<file path="src/design/linear_probe_hash_table_top_defines.svh">
// assertion macros for the linear probing hash table
// no dependencies; included by the top level
`ifndef LINEAR_PROBE_HASH_TABLE_TOP_DEFINES_SVH
`define LINEAR_PROBE_HASH_TABLE_TOP_DEFINES_SVH

// checked at every edge outside reset
`define LPHT_CHECK(lbl, clk, rst, prop, msg) \
   lbl: assert property (@(posedge clk) disable iff (rst) prop) else $error(msg);

// checked at every edge, reset included
`define LPHT_CHECK_ALWAYS(lbl, clk, prop, msg) \
   lbl: assert property (@(posedge clk) prop) else $error(msg);

`endif

</file>
<file path="src/design/lpht_ram.sv">
// generic single-write, single-read ram with registered read data
// no dependencies
module lpht_ram #(
   parameter int WIDTH = 8,
   parameter int DEPTH = 16
) (
   input  logic                     clock,
   input  logic                     wr_en,
   input  logic [$clog2(DEPTH)-1:0] wr_addr,
   input  logic [WIDTH-1:0]         wr_data,
   input  logic [$clog2(DEPTH)-1:0] rd_addr,
   output logic [WIDTH-1:0]         rd_data
);

   logic [WIDTH-1:0] mem [DEPTH];

   always_ff @(posedge clock) begin
      if (wr_en) begin
         mem[wr_addr] <= wr_data;
      end
      rd_data <= mem[rd_addr];
   end

endmodule

</file>
<file path="config.mk">
export PLATFORM = sky130hd
export DESIGN_NAME = lpht_ram
export DESIGN_NICKNAME = d
export VERILOG_FILES = /design/src/design/linear_probe_hash_table_top_defines.svh /design/src/design/lpht_ram.sv
export SDC_FILE = /design/constraint.sdc
export NUM_CORES = 1
export LEC_CHECK = 0
export BUFFER_PORTS_ARGS = -buffer_cell sky130_fd_sc_hd__buf_2
export CORE_MARGIN = 2
export CORE_UTILIZATION = 50
export CTS_BUF_LIST = sky130_fd_sc_hd__clkbuf_16
export CTS_CLUSTER_SIZE = 20
export DETAILED_ROUTE_END_ITERATION = 8
export PLACE_DENSITY = 0.67
export SYNTH_ARGS = -nofsm -noshare
export SYNTH_HDL_FRONTEND = slang
export SYNTH_SLANG_ARGS = --single-unit
</file>
<file path="constraint.sdc">
create_clock -name clock -period 2.5 [get_ports clock]
set_input_delay 0.5 -clock clock [delete_from_list [all_inputs] [get_ports clock]]
set_output_delay 0.5 -clock clock [all_outputs]
set_load 0.03 [all_outputs]
</file>
# Word level (Yosys, flattened, before mapping)
# Memories as Yosys holds them, arrays and structs flattened. A register that Yosys moved wholly into a read port is not among the register bits.
# Index checks and enable logic that the tools add are counted.
# classes
shift,0
n_reduce_logical,0
n_eq_ne,0
bitwise,0
mux,2
mul,0
add_sub_neg,0
magnitude_cmp,0
div,0
# op_table
op,count
1-bit 2-to-1 mux,2
# totals
input_bits,18
regBits,0
output_inout_bits,8
latch_bits,0
word_cells,3
mem_count,1
ram_bits,128
rom_bits,0
# memory_table
memory,words,width,read_ports,rd_clocked_by_memory_dff,write_ports,line,text
mem,16,8,1,1,1,lpht_ram.sv:15,logic [WIDTH-1:0] mem [DEPTH];

# Logic depth before layout (Yosys ltp)
# logic_depth
depth_word,2
ltp_mapped,5
mapped_depth_nobuf,3

# Worst setup path after synthesis
# Ideal clock, no wire load.
# synth_path
path_type,input to register
start,input wr_addr[2]
end,"memory mem[0][0], enable pin"
cell_stages,2
path_buffers,0
t_arrival_ns,1.610
setup_time_ns,0.383
path_slack_ns,0.507
path_cell_list,or3b_2 > nor3_1
# synth_rtl
item,line,text
from (decl),lpht_ram.sv:9,"input logic [$clog2(DEPTH)-1:0] wr_addr,"
to (decl),lpht_ram.sv:15,
# No word-level cell before the write port.

==> metrics.md <==
| Metric | Value |
|---|---|
| Cts bufs inserted | `17` |
| Crit path kind | `in2reg` |
| Headroom to the max-slew limit | `61.6%` |
| Net Count, Synth | `247` |
| Leading area contributor after synthesis | `edfxtp_1` |
| Clk slew on worst S/H paths | `60 ps` |
| Worst EP arrival | `2040 ps` |
| Fin. max-slew vios | `0` |
| Setup TNS Final | `0 ps` |
| Fillers | `704` |
| Max Fclk | `0.570 GHz` |
| Post-route minimum period | `1750 ps` |
| Worst-Skew Late Latency | `400 ps` |
| Worst min-delay path category | `in2reg` |
| Die Span X | `105 microns` |
| Ranking of synthesized cells by area | `edfxtp_1 75%, mux4_2 7.9%, mux4_1 7.1%` |
| Worst-Margin Slew | `574 ps` |
| Vias per std cell | `5.60` |
| DRC | `0` |
| WHS Endpoint | `mem[9][6]$_DFFE_PP_` |
| Die Ht | `105 microns` |
| Vias post-DR | `2429` |
| Tcrit/Tclk final | `70.2%` |
| # setup viols final | `0` |
| Final hold vios | `0` |
| Hold_buf cts | `0` |
| Worst clock skew | `9.59 ps` |
| Largest net degree at the start of global routing | `21` |
| Row cnt | `37` |
| Register-to-Register Path Depth | `3` |
| I/O pins | `26` |
| Leak | `2.10 nW` |
| Vias in the first global route | `2481` |
| Drt wl/cell | `21.9 microns` |
| Commonest cells in the synthesized netlist | `128 x edfxtp_1, 18 x mux4_2, 16 x a22oi_1` |
| Synth-to-Final Area Change | `19.0%` |
| Synth Area per Inst | `22.5 sq um` |
| Final Wtd Congestion | `0.739` |
| Buffers on Ports | `25` |
| RSZ-0062 raised after global routing | `false` |
| Clk root buf | `clkbuf_16` |
| Layout cell share with drive strength beyond 1 | `31.9%` |
| PD cells | `858 nW/um^2` |
| HPWL after DPL | `5960 microns` |
| Critical path data required time | `2780 ps` |
| FF-to-FF End | `rd_data[5]$_DFF_P_` |
| Flops & latches, synth | `136` |
| R2R setup slack | `1110 ps` |
| Remaining global-route overflow | `0` |
| Hold WS | `474 ps` |
| Yosys warns | `0` |
| Post-CTS setup buffers | `0` |
| Async S/R FF share, synth | `0%` |
| Clock sink count | `136` |
| Iteration count of the initial detailed-routing pass | `4` |
| CP startpoint kind | `input pin` |
| Cells after Synth | `229` |
| HP Start | `wr_data[6]` |
| Diode count | `0` |
| CP Capture Type | `flip-flop` |
| Worst vdd ir | `0.000424 V` |
| Initial antenna violation count | `0` |
| Area share of the largest cell type after synthesis | `74.7%` |
| Total GRT Usage | `18.9%` |
| Cell with the most instances after synthesis | `edfxtp_1` |
| Core area | `10100 sq um` |
| TritonCTS clock tree | `yes` |
| Mapped cell area | `5150 sq um` |
| Post-synth EDFFs | `128` |
| CTS Buffer Depth | `2` |
| Hold Path Cell Cnt | `1` |
| Critical R2R Launch | `mem[1][5]$_DFFE_PP_` |
| DR iter-0 viols | `194` |
| Initial Util | `50.8%` |
| Synth cell types | `19` |
| Outcome | `finished clean` |
| Post-route antenna net violation count | `0` |
| Final non-filler cell total | `434` |
| CTS HTree Levels | `4` |
| Fin nets | `303` |
| CP max FO | `11` |
| Global-route wire length before repair | `14600 microns` |
| Die area | `11100 sq um` |
| Max_cap viols | `0` |
| Wirelength, routed | `9510 microns` |
| # resized after CTS | `0` |
| Register area share after synthesis | `77.8%` |
| Post-Place Cells | `402` |
| Main synth FF type | `edfxtp_1` |
==> power breakdown <==
part	internal [mW]	total [mW]	switching, mW
logic	0.104	0.259	0.155
clock network	1.55	2.43	0.877
registers	2.55	2.57	0.0155
total	4.20	5.25	1.05
==> cell usage in the layout (no fill, tap or decap), types with 4 or more instances in the layout <==
master      instances
edfxtp_1          128
mux4_2             18
a22oi_1            16
mux4_1             14
dfxtp_1             8
nor2_1             13
buf_2              25
buf_4              21
clkinvlp_4          4
nand2_1             9
nor3_1              4
clkbuf_16          17
==> worst max path at each step <==
| stage | start | endpoint | cells after the start |
|---|---|---|---|
| 5_1_grt | rd_addr[0] | rd_data[5]$_DFF_P_ | 5 |
| 6_report | rd_addr[0] | rd_data[5]$_DFF_P_ | 5 |
| 2_1_floorplan | wr_addr[2] | mem[0][0]$_DFFE_PP_ | 2 |
| 3_3_place_gp | rd_addr[0] | rd_data[5]$_DFF_P_ | 5 |
| 3_5_place_dp | rd_addr[0] | rd_data[5]$_DFF_P_ | 5 |
| 4_1_cts | rd_addr[0] | rd_data[5]$_DFF_P_ | 5 |
==> through the flow <==
stage	worst slack, ps	util, %	total power [mW]	instance area [sq um]
after global routing	628	60.4	5.40	6120
final	746	60.4	5.25	6120
after detailed placement	299	54.6	2.87	5530
after CTS	691	60.4	5.29	6120
after global placement	329	54.6	2.87	5530
after floorplan	507	-	2.77	5150
==> routing by layer <==
layer  track usage (%)  up-vias  wire (microns)
met5                 0        -               0
met3              5.32        6             592
met1              26.7     1255            4060
met2              28.7       80            4780
li1                  -     1088               -
met4              6.29        0              68
==> cell type report <==
cell class	count	area, sq um	share of cell area, %
Sequential cell	136	4000	65.4
Timing Repair Buffer	47	303	4.94
Clock inverter	15	164	2.68
Tap cell	136	170	2.78
Clock buffer	17	425	6.95
Multi-Input combinational cell	83	1060	17.3
==> worst max-delay path: stages <==
cell and delay [ps]:
buf_2 230, buf_4 300, mux4_1 580, a22oi_1 310, nand2_1 110
==> registers in the layout (all words and copies together), names as in the netlist <==
| name | count |
|---|---|
| mem | 128 |
| rd_data | 8 |
==> cells by family after synthesis <==
kind of cell | after synthesis | synth area share [%]
buffers and inverters | 10 | 1.68
and+or+nand+nor | 35 | 3.18
DFF | 136 | 77.8
muxes | 32 | 15.0
AOI/OAI and AO/OA | 16 | 2.33
Power figures use the tool's default switching activity.
