## config.mk

```make
export PLATFORM = sky130hd
export DESIGN_NAME = lpht_home
export DESIGN_NICKNAME = d
export VERILOG_FILES = /design/src/design/linear_probe_hash_table_top_defines.svh /design/src/design/lpht_pkg.sv /design/src/design/lpht_home.sv
export SDC_FILE = /design/constraint.sdc
export NUM_CORES = 1
export LEC_CHECK = 0
export BUFFER_PORTS_ARGS = -buffer_cell sky130_fd_sc_hd__buf_2
export CAP_MARGIN = 15
export CORE_AREA = 2 2 39 41
export DETAILED_ROUTE_END_ITERATION = 12
export DIE_AREA = 0 0 41 43
export GPL_ROUTABILITY_DRIVEN = 0
export GPL_TIMING_DRIVEN = 1
export PLACE_DENSITY = 0.78
export SYNTH_ARGS = -nofsm -noshare
export SYNTH_HDL_FRONTEND = slang
export SYNTH_SLANG_ARGS = --single-unit
```

## constraint.sdc

```tcl
create_clock -name clock -period 0.8 [get_ports clock]
set_input_delay 0.16 -clock clock [delete_from_list [all_inputs] [get_ports clock]]
set_output_delay 0.16 -clock clock [all_outputs]
set_load 0.01 [all_outputs]
```

## src/design/linear_probe_hash_table_top_defines.svh

```systemverilog
// assertion macros for the linear probing hash table
// no dependencies; included by the top level
`ifndef LINEAR_PROBE_HASH_TABLE_TOP_DEFINES_SVH
`define LINEAR_PROBE_HASH_TABLE_TOP_DEFINES_SVH

// checked at every edge outside reset
`define LPHT_CHECK(lbl, clk, rst, prop, msg) \
   lbl: assert property (@(posedge clk) disable iff (rst) prop) else $error(msg);

// checked at every edge, reset included
`define LPHT_CHECK_ALWAYS(lbl, clk, prop, msg) \
   lbl: assert property (@(posedge clk) prop) else $error(msg);

`endif

```

## src/design/lpht_pkg.sv

```systemverilog
// shared types and constants of the linear probing hash table
// no dependencies
package lpht_pkg;

   localparam int CAPACITY_DEF = 1024;
   localparam int KEY_BITS_DEF = 32;
   localparam int HASH_BITS    = 32;
   localparam int LF_BITS      = 10;
   localparam int LF_SHIFT     = 10;
   localparam logic [LF_BITS-1:0] LF_RESET = 10'd768;

   typedef enum logic [1:0] {
      OP_LOOKUP = 2'd0,
      OP_INSERT = 2'd1,
      OP_REMOVE = 2'd2
   } op_type;

   typedef enum logic [1:0] {
      STAT_DONE   = 2'd0,
      STAT_ABSENT = 2'd1,
      STAT_FULL   = 2'd2
   } status_type;

   typedef enum logic [1:0] {
      PR_EMPTY,
      PR_FOUND,
      PR_NONE
   } probe_type;

   typedef enum logic [3:0] {
      S_CLEAR,
      S_IDLE,
      S_HOME,
      S_P_RD,
      S_P_CHK,
      S_APPLY,
      S_R_RD,
      S_R_CHK,
      S_R_MOVE,
      S_R_CLR,
      S_RESP
   } state_type;

   typedef struct packed {
      logic [1:0]  op;
      logic [31:0] item_key;
      logic [31:0] hash_value;
   } req_type;

   typedef struct packed {
      logic        hit;
      logic [9:0]  slot_index;
      logic [1:0]  status;
      logic [10:0] entry_total;
   } rsp_type;

endpackage

```

## src/design/lpht_home.sv

```systemverilog
// home slot unit: hash modulo capacity, a mask or a reciprocal multiply with one correction
// depends on lpht_pkg
module lpht_home
   import lpht_pkg::*;
#(
   parameter int CAPACITY = CAPACITY_DEF
) (
   input  logic                        clock,
   input  logic                        reset,
   input  logic                        start,
   input  logic [HASH_BITS-1:0]        hash_value,
   output logic                        done,
   output logic [$clog2(CAPACITY)-1:0] home
);

   localparam int IDX_BITS = $clog2(CAPACITY);
   localparam int REM_BITS = IDX_BITS + 1;
   localparam bit POW2     = (CAPACITY & (CAPACITY - 1)) == 0;
   // floor(2^32 / capacity) leaves the quotient estimate at most one short
   localparam logic [HASH_BITS-1:0] RECIP = HASH_BITS'((64'd1 << HASH_BITS) / CAPACITY);
   localparam logic [REM_BITS-1:0]  CAP_R = REM_BITS'(CAPACITY);

   logic                   s1_ff, s1_in;
   logic                   s2_ff, s2_in;
   logic                   done_ff, done_in;
   logic [HASH_BITS-1:0]   hash_ff, hash_in;
   logic [HASH_BITS-1:0]   hash2_ff, hash2_in;
   logic [HASH_BITS-1:0]   quot_ff, quot_in;
   logic [2*HASH_BITS-1:0] prod;
   logic [REM_BITS-1:0]    raw;
   logic [IDX_BITS-1:0]    rem_ff, rem_in;

   always_comb begin
      prod     = (2*HASH_BITS)'(hash_ff) * (2*HASH_BITS)'(RECIP);
      // remainder is below twice the capacity, so only its low bits matter
      raw      = hash2_ff[REM_BITS-1:0] - REM_BITS'(quot_ff[REM_BITS-1:0] * CAP_R);
      s1_in    = start && !POW2;
      s2_in    = s1_ff;
      hash_in  = start ? hash_value : hash_ff;
      hash2_in = hash_ff;
      quot_in  = prod[2*HASH_BITS-1:HASH_BITS];
      done_in  = 1'b0;
      rem_in   = rem_ff;
      if (start && POW2) begin
         rem_in  = hash_value[IDX_BITS-1:0];
         done_in = 1'b1;
      end else if (s2_ff) begin
         if (raw >= CAP_R) begin
            rem_in = IDX_BITS'(raw - CAP_R);
         end else begin
            rem_in = raw[IDX_BITS-1:0];
         end
         done_in = 1'b1;
      end
   end

   always_ff @(posedge clock) begin
      if (reset) begin
         s1_ff   <= 1'b0;
         s2_ff   <= 1'b0;
         done_ff <= 1'b0;
      end else begin
         s1_ff   <= s1_in;
         s2_ff   <= s2_in;
         done_ff <= done_in;
      end
   end

   always_ff @(posedge clock) begin
      hash_ff  <= hash_in;
      hash2_ff <= hash2_in;
      quot_ff  <= quot_in;
      rem_ff   <= rem_in;
   end

   assign done = done_ff;
   assign home = rem_ff;

endmodule

```

# [Yosys cells after proc, flatten, opt, wreduce, memory -nomap -nowiden]
# Cells that the tools add are included.
[classes] mux=2
[op_table] op="$mux 10" n=1
[op_table] op="$mux 1" n=1
[word_totals] output_inout_bits=11 ff_bits=11 elab_cells=4 in_bits=35

# [Logic depth before layout (Yosys ltp)]
[depth] depth_word=1 mapped_depth=1

# [Least setup slack after synthesis]
# OpenSTA, ideal clock, no wires.
[synth_timing] path_type="register to output" start="reg rem_ff[0] (netlist: home[0])" end="out home[0]" t_arrival_ns=0.394 path_stages_with_launch=1 setup_slack_ns=0.246 cell_sequence="edfxtp_1"
[synth_rtl] item="start: declaration" line="lpht_home.sv:31" text="logic [IDX_BITS-1:0] rem_ff, rem_in;"
[synth_rtl] item="start signal: assignment" line="lpht_home.sv:73" text="rem_ff <= rem_in;"
[synth_rtl] item="end: declaration" line="lpht_home.sv:13" text="output logic [$clog2(CAPACITY)-1:0] home"
# No word-level cell between the ends.

# [Worst setup path in the final report]
[layout_timing] start="reg rem_ff[2] (netlist: home[2])" end="out home[2]"
# No word-level cell between the ends.

==> flow_summary.toml <==
[timing]
final_max_slew_viol_count = 0
final.period_utilization = 1.18
final_hold_viol_count = 0
worst_slew_pin_slew_ps = 237
setup_viol = 11
slew_headroom = 0.842
whs_ps = 66.2
rsz0062_at_grt = "true"
finalWorstSetupSlack_ps = -141
fmax_ghz = 1.06
finalCriticalPeriod_ps = 941

[worst_hold_path]
worstHoldStart = "reset"
hp-class = "primary input to flip-flop"
hold_end = "done"
holdPathStages = 2

[synth]
synthCells = 12
synth_seq_cells = 11
yosysMostFrequentCell = "edfxtp_1"
synth_xor_area_frac = 0
yosys_warnings = 0
ys_types = 3
avgSynthCellArea_um2 = 27.8
muxShareOfSynthArea = 0
synth_edf_count = 10
synth_fa_ha_area_frac = 0
synth_top_area_share = 0.899
synth_largest_area_cell = "edfxtp_1"
ys.flop_type = "edfxtp_1"
netlist_area_um2 = 334
syn_nets = 47
ys_async_sr_fraction = 0
synthTopCellsByArea = "edfxtp_1 (90%), dfxtp_1 (6.0%), nor2b_4 (4.1%)"
synth_compound_area_frac = 0
ys_top_cells_by_count = "edfxtp_1 (10), dfxtp_1 (1), nor2b_4 (1)"
yosysSeqAreaShare = 0.959
yosys.area_share.simple = 0.0412
synth_top_family_by_area = "simple AND/OR/NAND/NOR gates"

[worst_setup_path]
startpoint_type = "flip-flop"
cpPeakStageDelay_ps = 370
path_cells = "buf_2"
critical-path-slowest-cell = "edfxtp_1"
cp_max_fo = 1
critPathBufInv = 1
critical_path_arrival_ps = 780
path_class = "flip-flop to output pin"
worst-path-stages = 1
critPathTopFamily = "flip-flops"
crit_start = "home[2]"
cp-end-kind = "output pin"
critPathRequiredTime_ps = 640

[cells_and_area]
n_antenna_cell = 0
final_area_um2 = 503
num-nets-final = 75
drive_gt1_frac = 0.718
areaGrowthSynthToFinish_pct = 50.6
utilization = 0.363

[placement]
post-place-ws_ps = 76.9
dpl_cell_area_um2 = 469
io_buffers = 23

[drt]
drc = 0
vias = 211
dr.first_iter.drc_count = 0
avgViaCountPerCell = 3.84
routedWlPerCell_um = 11.4
routed_wl_um = 628
firstDrtPassIters = 1
antenna_left = 0

[floorplan]
core_area_um2 = 1380
die_h_um = 43
ios = 46
dieArea_um2 = 1760
start_util = 0.241
fp.dieW_um = 41
rows = 14

[pwr]
leakage_nw = 0.221
power_mw = 1.16
peakVddDrop_mv = 0.689
p_per_area_nw_per_um2 = 2300

[clocking]
cts_made_buffers = 3
clock-sinks = 11
cts_buffer_depth = 2
h-tree-depth = 1
cts_tree = "yes"
cts-root-buf = "clkbuf_4"
cts_hold_buf = 0
cts.reportedPaths.clkPinSlew_ps = 70

[job]
cap_violations = 0

[global_routing]
track_usage = 0.0836
grt_overflow = 0
grt_pass1_vias = 209
grt_first_pass_wirelength_um = 890
antenna_found_initial = 0
grt_max_degree = 12

[run_status]
run_status = "finished with violations"
violations = "setup timing"
## cells in the final DEF, fill, tap and decap left out, drive strengths merged
cell type / instances
buf: 23
clkbuf: 4
dfxtp: 1
edfxtp: 10
nor2b: 1
## worst max-delay path by stage
stage / endpoint / slack, ps
finish: home[2] / -140
global route: home[2] / -190
floorplan: home[0] / 250
global placement: home[3] / 100
CTS: home[2] / -160
detailed placement: home[0] / 80
## layout make-up
class	instances	area (um^2)
clock buffer	4	26.3
fill	142	881
multi-input combinational	1	13.8
sequential	11	322
tap	16	20.0
timing repair buffer	23	121
## routing by layer
layer / wire length [um] / part of all wire / GRT usage
met4: 0 / 0 / 0.0800
met1: 266 / 0.42 / 0.122
met5: 0 / 0 / 0
met2: 218 / 0.35 / 0.0781
met3: 144 / 0.23 / 0.0471
## repair_timing
item,4_1_cts,5_1_grt
buffers inserted,0,0
resized for setup,0,2
endpoints found under the setup margin,11,11
gates cloned,0,0
## state kept, by name, summed over array words and instances, names as in the netlist
register	cells
home	10
done	1
## cell families after synthesis
| group | after synthesis |
|---|---|
| AND/OR/NAND/NOR | 1 |
| flip-flops | 11 |
## per-stage QoR
stage                     TNS, ps  instances
after floorplan                 0         12
after global placement          0         51
after detailed placement        0         51
after CTS                   -1430         55
after global routing        -1750         55
final                       -1230         55
## where the power goes
part / internal, mW / switching, mW / leakage [nW]
clock network: 0.192 / 0.171 / 0.0150
registers: 0.675 / 0.00918 / 0.106
logic: 0.0547 / 0.0562 / 0.0999
Note: power is estimated with default switching activity, not from simulation.
